--- config.mk ---
export PLATFORM = sky130hd
export DESIGN_NAME = cpos_queue
export DESIGN_NICKNAME = d
export VERILOG_FILES = /design/src/hdl/cpos_pkg.sv /design/src/hdl/cpos_queue.sv
export SDC_FILE = /design/constraint.sdc
export NUM_CORES = 2
export LEC_CHECK = 0
export ABC_AREA = 1
export ABC_CLOCK_PERIOD_IN_PS = 14800
export BUFFER_PORTS_ARGS = -buffer_cell sky130_fd_sc_hd__buf_2
export CAP_MARGIN = 20
export CORE_UTILIZATION = 55
export CTS_CLUSTER_SIZE = 8
export DETAILED_ROUTE_END_ITERATION = 10
export PLACE_DENSITY_LB_ADDON = 0.1
export SYNTH_ARGS = -nofsm -noshare
export SYNTH_HDL_FRONTEND = slang
export SYNTH_SLANG_ARGS = --single-unit
--- constraint.sdc ---
create_clock -name clk_i -period 14.8 [get_ports clk_i]
set_input_delay 2.96 -clock clk_i [delete_from_list [all_inputs] [get_ports clk_i]]
set_output_delay 2.96 -clock clk_i [all_outputs]
set_load 0.01 [all_outputs]
--- src/hdl/cpos_pkg.sv ---
`timescale 1ns / 1ps
// ----------------------------------------------------------------------------
// cpos_pkg
// Shared widths, types and region codes for the segment nearest-point block.
// ----------------------------------------------------------------------------
package cpos_pkg;

  localparam int CW        = 16;            // coordinate bits
  localparam int FW        = 16;            // fraction bits
  localparam int DW        = CW + 1;        // difference bits
  localparam int PW        = 2 * DW;        // product bits
  localparam int NW        = PW + 2;        // sum of three products
  localparam int NS        = FW + 1;        // division steps
  localparam int MW        = DW + FW + 2;   // near-point product bits
  localparam int MID_DEPTH = 8;
  localparam int OUT_DEPTH = 32;
  localparam int MID_AW    = $clog2(MID_DEPTH);
  localparam int OUT_AW    = $clog2(OUT_DEPTH);
  localparam int MID_CW    = $clog2(MID_DEPTH + 1);
  localparam int OUT_CW    = $clog2(OUT_DEPTH + 1);

  typedef enum logic [1:0] {
    REG_BEFORE = 2'd0,
    REG_BEYOND = 2'd1,
    REG_INSIDE = 2'd2
  } region_e;

  typedef logic [2:0][CW-1:0] cvec_t;
  typedef logic [2:0][DW-1:0] dvec_t;

  typedef struct packed {
    region_e         region;
    logic [PW-1:0]   num;
    logic [PW-1:0]   den;
    cvec_t           s;
    cvec_t           t;
    dvec_t           d;
  } cls_t;

  typedef struct packed {
    region_e         region;
    logic [FW:0]     frac;
    cvec_t           near;
  } res_t;

endpackage

--- src/hdl/cpos_queue.sv ---
`timescale 1ns / 1ps
// ----------------------------------------------------------------------------
// cpos_queue
// Short queue of classified requests between the front and the back.
// ----------------------------------------------------------------------------
module cpos_queue (
  input  logic           clk_i,
  input  logic           rst_ni,
  input  logic           wr_i,
  input  cpos_pkg::cls_t wr_data_i,
  input  logic           rd_i,
  output logic           empty_o,
  output cpos_pkg::cls_t rd_data_o
);
  import cpos_pkg::*;

  cls_t mem_q [MID_DEPTH];
  logic [MID_AW-1:0] wp_q, rp_q;
  logic [MID_CW-1:0] cnt_q;

  always_ff @(posedge clk_i or negedge rst_ni) begin
    if (!rst_ni) begin
      wp_q  <= '0;
      rp_q  <= '0;
      cnt_q <= '0;
    end else begin
      if (wr_i) wp_q <= wp_q + 1'b1;
      if (rd_i) rp_q <= rp_q + 1'b1;
      if (wr_i && !rd_i) begin
        cnt_q <= cnt_q + 1'b1;
      end else if (!wr_i && rd_i) begin
        cnt_q <= cnt_q - 1'b1;
      end
    end
  end

  always_ff @(posedge clk_i) begin
    if (wr_i) mem_q[wp_q] <= wr_data_i;
  end

  assign empty_o   = (cnt_q == '0);
  assign rd_data_o = mem_q[rp_q];

endmodule

## Yosys cells after proc, flatten, opt, wreduce, memory -nomap -nowiden

Memories as Yosys holds them, arrays and structs flattened.
Cells that the tools add are included.

- $lt $le $gt $ge: 0
- Bitwise logic cells: 0
- Reductions and logical operators: 6
- $add $sub $neg: 4
- Equal/unequal tests: 0
- Shift operators: 0
- Divide/modulo/power cells: 0
- Multiplexer cells: 4
- Multiply operators: 0

Operators by type and width:

| cell | count |
|---|---|
| $mux 4 | 2 |
| $add 3x1->3 const B | 2 |
| $add 4x1->4 const B | 1 |
| $logic_not 4->1 | 1 |
| $sub 4x1->4 const B | 1 |
| $logic_and 1x1->1 | 2 |
| $logic_not 1->1 | 2 |
| $mux 1 | 2 |
| $reduce_bool 2->1 | 1 |

- Input bits: 221
- Latch bits: 0
- RAM bits: 1736
- Output and inout port bits: 218
- Flip-flop bits (word level): 10
- Logic and storage cells: 18
- Bits in read-only memories: 0
- Memories: 1

Memories:

| name | depth | bits a word | read ports | clocked after memory_dff | wr ports | RTL line | text |
|---|---|---|---|---|---|---|---|
| mem_q | 8 | 217 | 1 | 0 | 1 | cpos_queue.sv:17 | `cls_t mem_q [MID_DEPTH];` |

## Depth between registers and ports, before layout

- Depth in word-level cells: 4
- Mapped depth: 10
- Depth with buffers taken out: 10

## Worst setup path before layout

Ideal clock, no wire load.

- Path type: input port to flip-flop
- From: input wr_i
- To: memory mem_q[0][0] in the netlist's numbering (enable)
- Data required time: 14002 ps
- Setup time: 798 ps
- Arrival time: 12304 ps
- Stages: 3
- Path buffers: 0
- Path slack: 1698 ps
- Cell sequence: inv_1 or2_2 nor2_1

- Word-level cells in the longest chain between the ends: 2

RTL lines:

| what | RTL line | text |
|---|---|---|
| start: declaration | cpos_queue.sv:9 | `input logic wr_i,` |
| $mux 1 | cpos_queue.sv:38 | `if (wr_i) mem_q[wp_q] <= wr_data_i;` |
| $mux 1 (implied by the code) | cpos_queue.sv:38 |  |
| end: declaration | cpos_queue.sv:17 |  |

No other way between the ends.

==> summary.md <==
| Metric | Value |
|---|---|
| Status | finished, final reports clean |
| Final setup TNS | 0 ns |
| R2r startpoint | wp_q[0] |
| Setup Crit Path Kind | register to primary output |
| Synthesized area | about 75000 sq um |
| Die W | about 370 microns |
| Worst Hold End | cnt_q[2] |
| Worst EP required | roughly 12 ns |
| WHS Path Cells | 2 |
| Worst Hold Class | register to register |
| FF-to-FF End | mem_q[1][79] |
| Hold buffers post-CTS | 0 |
| Unique cell type count in the Yosys netlist | 20 |
| Peak supply drop | about 0.33 mV |
| Max-Cap Viols | 0 |
| Crit. End Element | primary output |
| Final Max Slew Viols | 0 |
| Initial core utilization | between 50% and 60% |
| Htree depth | 4 |
| Via count | slightly below 50000 |
| TritonCTS Buffers | 236 |
| Drt pass-1 iters | 5 |
| Clk_lat worst skew | between 0.8 and 0.9 ns |
| Row Count | around 130 |
| Synth Flop Type | edfxtp_1 |
| Metal-1 WL | just over 70000 microns |
| Crit path DAT | roughly 5 ns |
| DRC marker count from the first detailed-route iteration | 3227 |
| Slew margin rel. | about an eighth |
| Mean Syn Cell Area | 9.86 sq um |
| FF-to-FF setup slack | 11.10 ns |
| Synth Area in XOR/XNOR | 0.0586% |
| Reg2Reg Depth | 4 |
| Synth top area cells | edfxtp_1 70%, nand2_1 14%, nor2_1 8.8% |
| Final setup fails | 0 |
| Cell Pwr Density | between 150 and 200 nW/um^2 |
| Crit-path max FO | between 200 and 250 |
| Initial antenna violation count | 58 |
| Post-route insts no fill | 9794 |
| Routability Congestion | approximately 0.77 |
| Synth async-reset ratio | less than 1% |
| Residual DRC | 0 |
| Area share of and/or/nand/nor cells after synthesis | about 23% |
| Fmax | between 100 and 150 MHz |
| Root buffer cell | clkbuf_16 |
| PostCTS Resize Cnt | 0 |
| Synth top area share | a little over two thirds |
| IO buf count | 438 |
| CTS Sinks | 1746 |
| Main combinational cell family by area after synthesis | simple AND/OR/NAND/NOR gates |
| Final WL | ~170000 microns |
| Area growth, synth to finish | 13.2% |
| Sequential fraction of the synthesis area | a little over two thirds |
| Routed wl met3 | about 11000 microns |
| Routed vias/inst | 4.92 |
| Top sig layer | met5 |
| CP Launch Type | register |
| Number of global-route vias before repair | 45300 |
| Synth area leader | edfxtp_1 |
| Largest net degree at the start of global routing | ~240 |
| CTS tree | yes |
| Die H | approximately 370 microns |
| Share of cells above drive strength 1 | about a tenth |
| Static leakage | about 0.037 uW |
| Met2 wirelength from detailed routing | between 70000 and 80000 microns |
| Clk_skew | around 0.029 ns |
| Core area | between 100000 and 150000 sq um |
| Synth warn | 0 |
| Compound-Gate Fraction of Synth Area | less than 1% |
| Post-Synth Adder-Cell Area | less than 1% |
| Final Cycle Share | between 50 and 60% |
| DIE AREA | ~140000 sq um |
| Mux contribution to synthesized area | 0% |
| Tot GR Track Use | 24.4% |
| Post-CTS Setup Bufs | 0 |
| Inst Count DP | 9495 |
| Mapped Cells | 7570 |
| I/O Pins | 439 |
| Worst hold start | cnt_q[2] |
| DRT antenna net count | 0 |
| Top cells by count, synth | 2845 x nand2_1, 1743 x nor2_1, 1736 x edfxtp_1, 878 x inv_1, 259 x buf_2 |
| Syn nets | slightly below 8000 |
| Fin. Hold Viols | 0 |
| First-pass GRT wire length | between 200000 and 300000 microns |
| Final HPWL DP | between 80000 and 90000 microns |
| Clk pin slew, worst setup/hold paths | about 0.05 ns |
| EDFF count, synth | ~1700 |
| Fin nets | roughly 8200 |
| Bufs on Longest Clock Path | 3 |
| Worst-Margin Slew | between 1 and 1.5 ns |
| Synth Register Bits | approximately 1700 |
| Most common cell in the netlist | nand2_1 |
| Min Tclk post-route | 7.97 ns |
| RSZ-0062 raised after global routing | no |
| Total grt overflow | 0 |
| Routed WL per cell | between 15 and 20 microns |
## area by class of cell
class / instances / area, sq um
Inverter: 880 / 3320
Sequential cell: 1746 / 52400
Tap cell: 1768 / 2210
Timing Repair Buffer: 497 / 2850
Clock buffer: 265 / 6180
Antenna cell: 24 / 60.1
Fill cell: 10600 / 49600
Multi-Input combinational cell: 4608 / 17500
Clock inverter: 6 / 75.1
## sequential cells by signal, indices dropped and copies added (netlist names)
signal  count
mem_q    1736
cnt_q       4
rp_q        3
wp_q        3
## per-layer routing
layer  up-vias  global-route usage, %
met5         -                      0
met4        54                   7.91
met3       331                   6.15
met2      1078                   40.2
met1     22600                   31.9
li1      24200                      -
## logic make-up after synthesis
group	Yosys count
buffers and inverters	1216
flip-flops	1746
AND/OR/NAND/NOR	4593
adder cells (fa/ha/maj)	6
XOR/XNOR	5
AO/OA/AOI/OAI	4
## worst max-delay path by stage
stage / startpoint / to / slack [ns] / depth (start not counted)
after floorplan: wr_i / mem_q[0][0] / 1.70 / 3
after global placement: rp_q[0] / rd_data_o[59] / 7.77 / 10
after detailed placement: rp_q[0] / rd_data_o[95] / 7.76 / 10
after CTS: rp_q[0] / rd_data_o[59] / 6.82 / 10
after global routing: rp_q[0] / rd_data_o[59] / 6.39 / 10
final: rp_q[0] / rd_data_o[100] / 6.83 / 10
## report_power, final
group | total [uW] | internal [uW] | switching [uW]
Combinational | 5880 | 1750 | 4130
Sequential | 6180 | 6000 | 177
Clock | 4720 | 2860 | 1850
Total | 16800 | 10600 | 6160
## layout by cell type, fill, tap and decap left out, drive strengths merged, types with 4 or more instances in the layout
master / netlist / layout
dfrtp: 10 / 10
ha: 5 / 5
buf: 299 / 497
inv: 880 / 883
o21ai: 4 / 4
clkbuf: 37 / 265
nor2: 1743 / 1743
nand2: 2845 / 2845
diode: 0 / 24
edfxtp: 1736 / 1736
## critical path: stages, from the launching register on
cell and delay, ns:
dfrtp_4 1.10, buf_12 0.50, buf_4 0.82, buf_12 0.67, nor2_1 0.11, nor2_1 0.12
nand2_1 0.07, nand2_1 0.06, nand2_1 0.04, nand2_1 0.15, buf_2 0.15
## stage by stage
step	area, sq um	utilization [%]	total power (uW)	setup WS (ns)	hold WS [ns]
3_3_place_gp	78100	58.2	12100	7.77	0.509
2_1_floorplan	74700	-	10400	1.70	0.479
3_5_place_dp	78100	58.3	12200	7.76	0.522
6_report	84500	63.0	16800	6.83	0.521
4_1_cts	84400	62.9	16900	6.82	0.534
5_1_grt	84500	63.0	17900	6.39	0.570
Note: power is estimated with default switching activity, not from simulation.
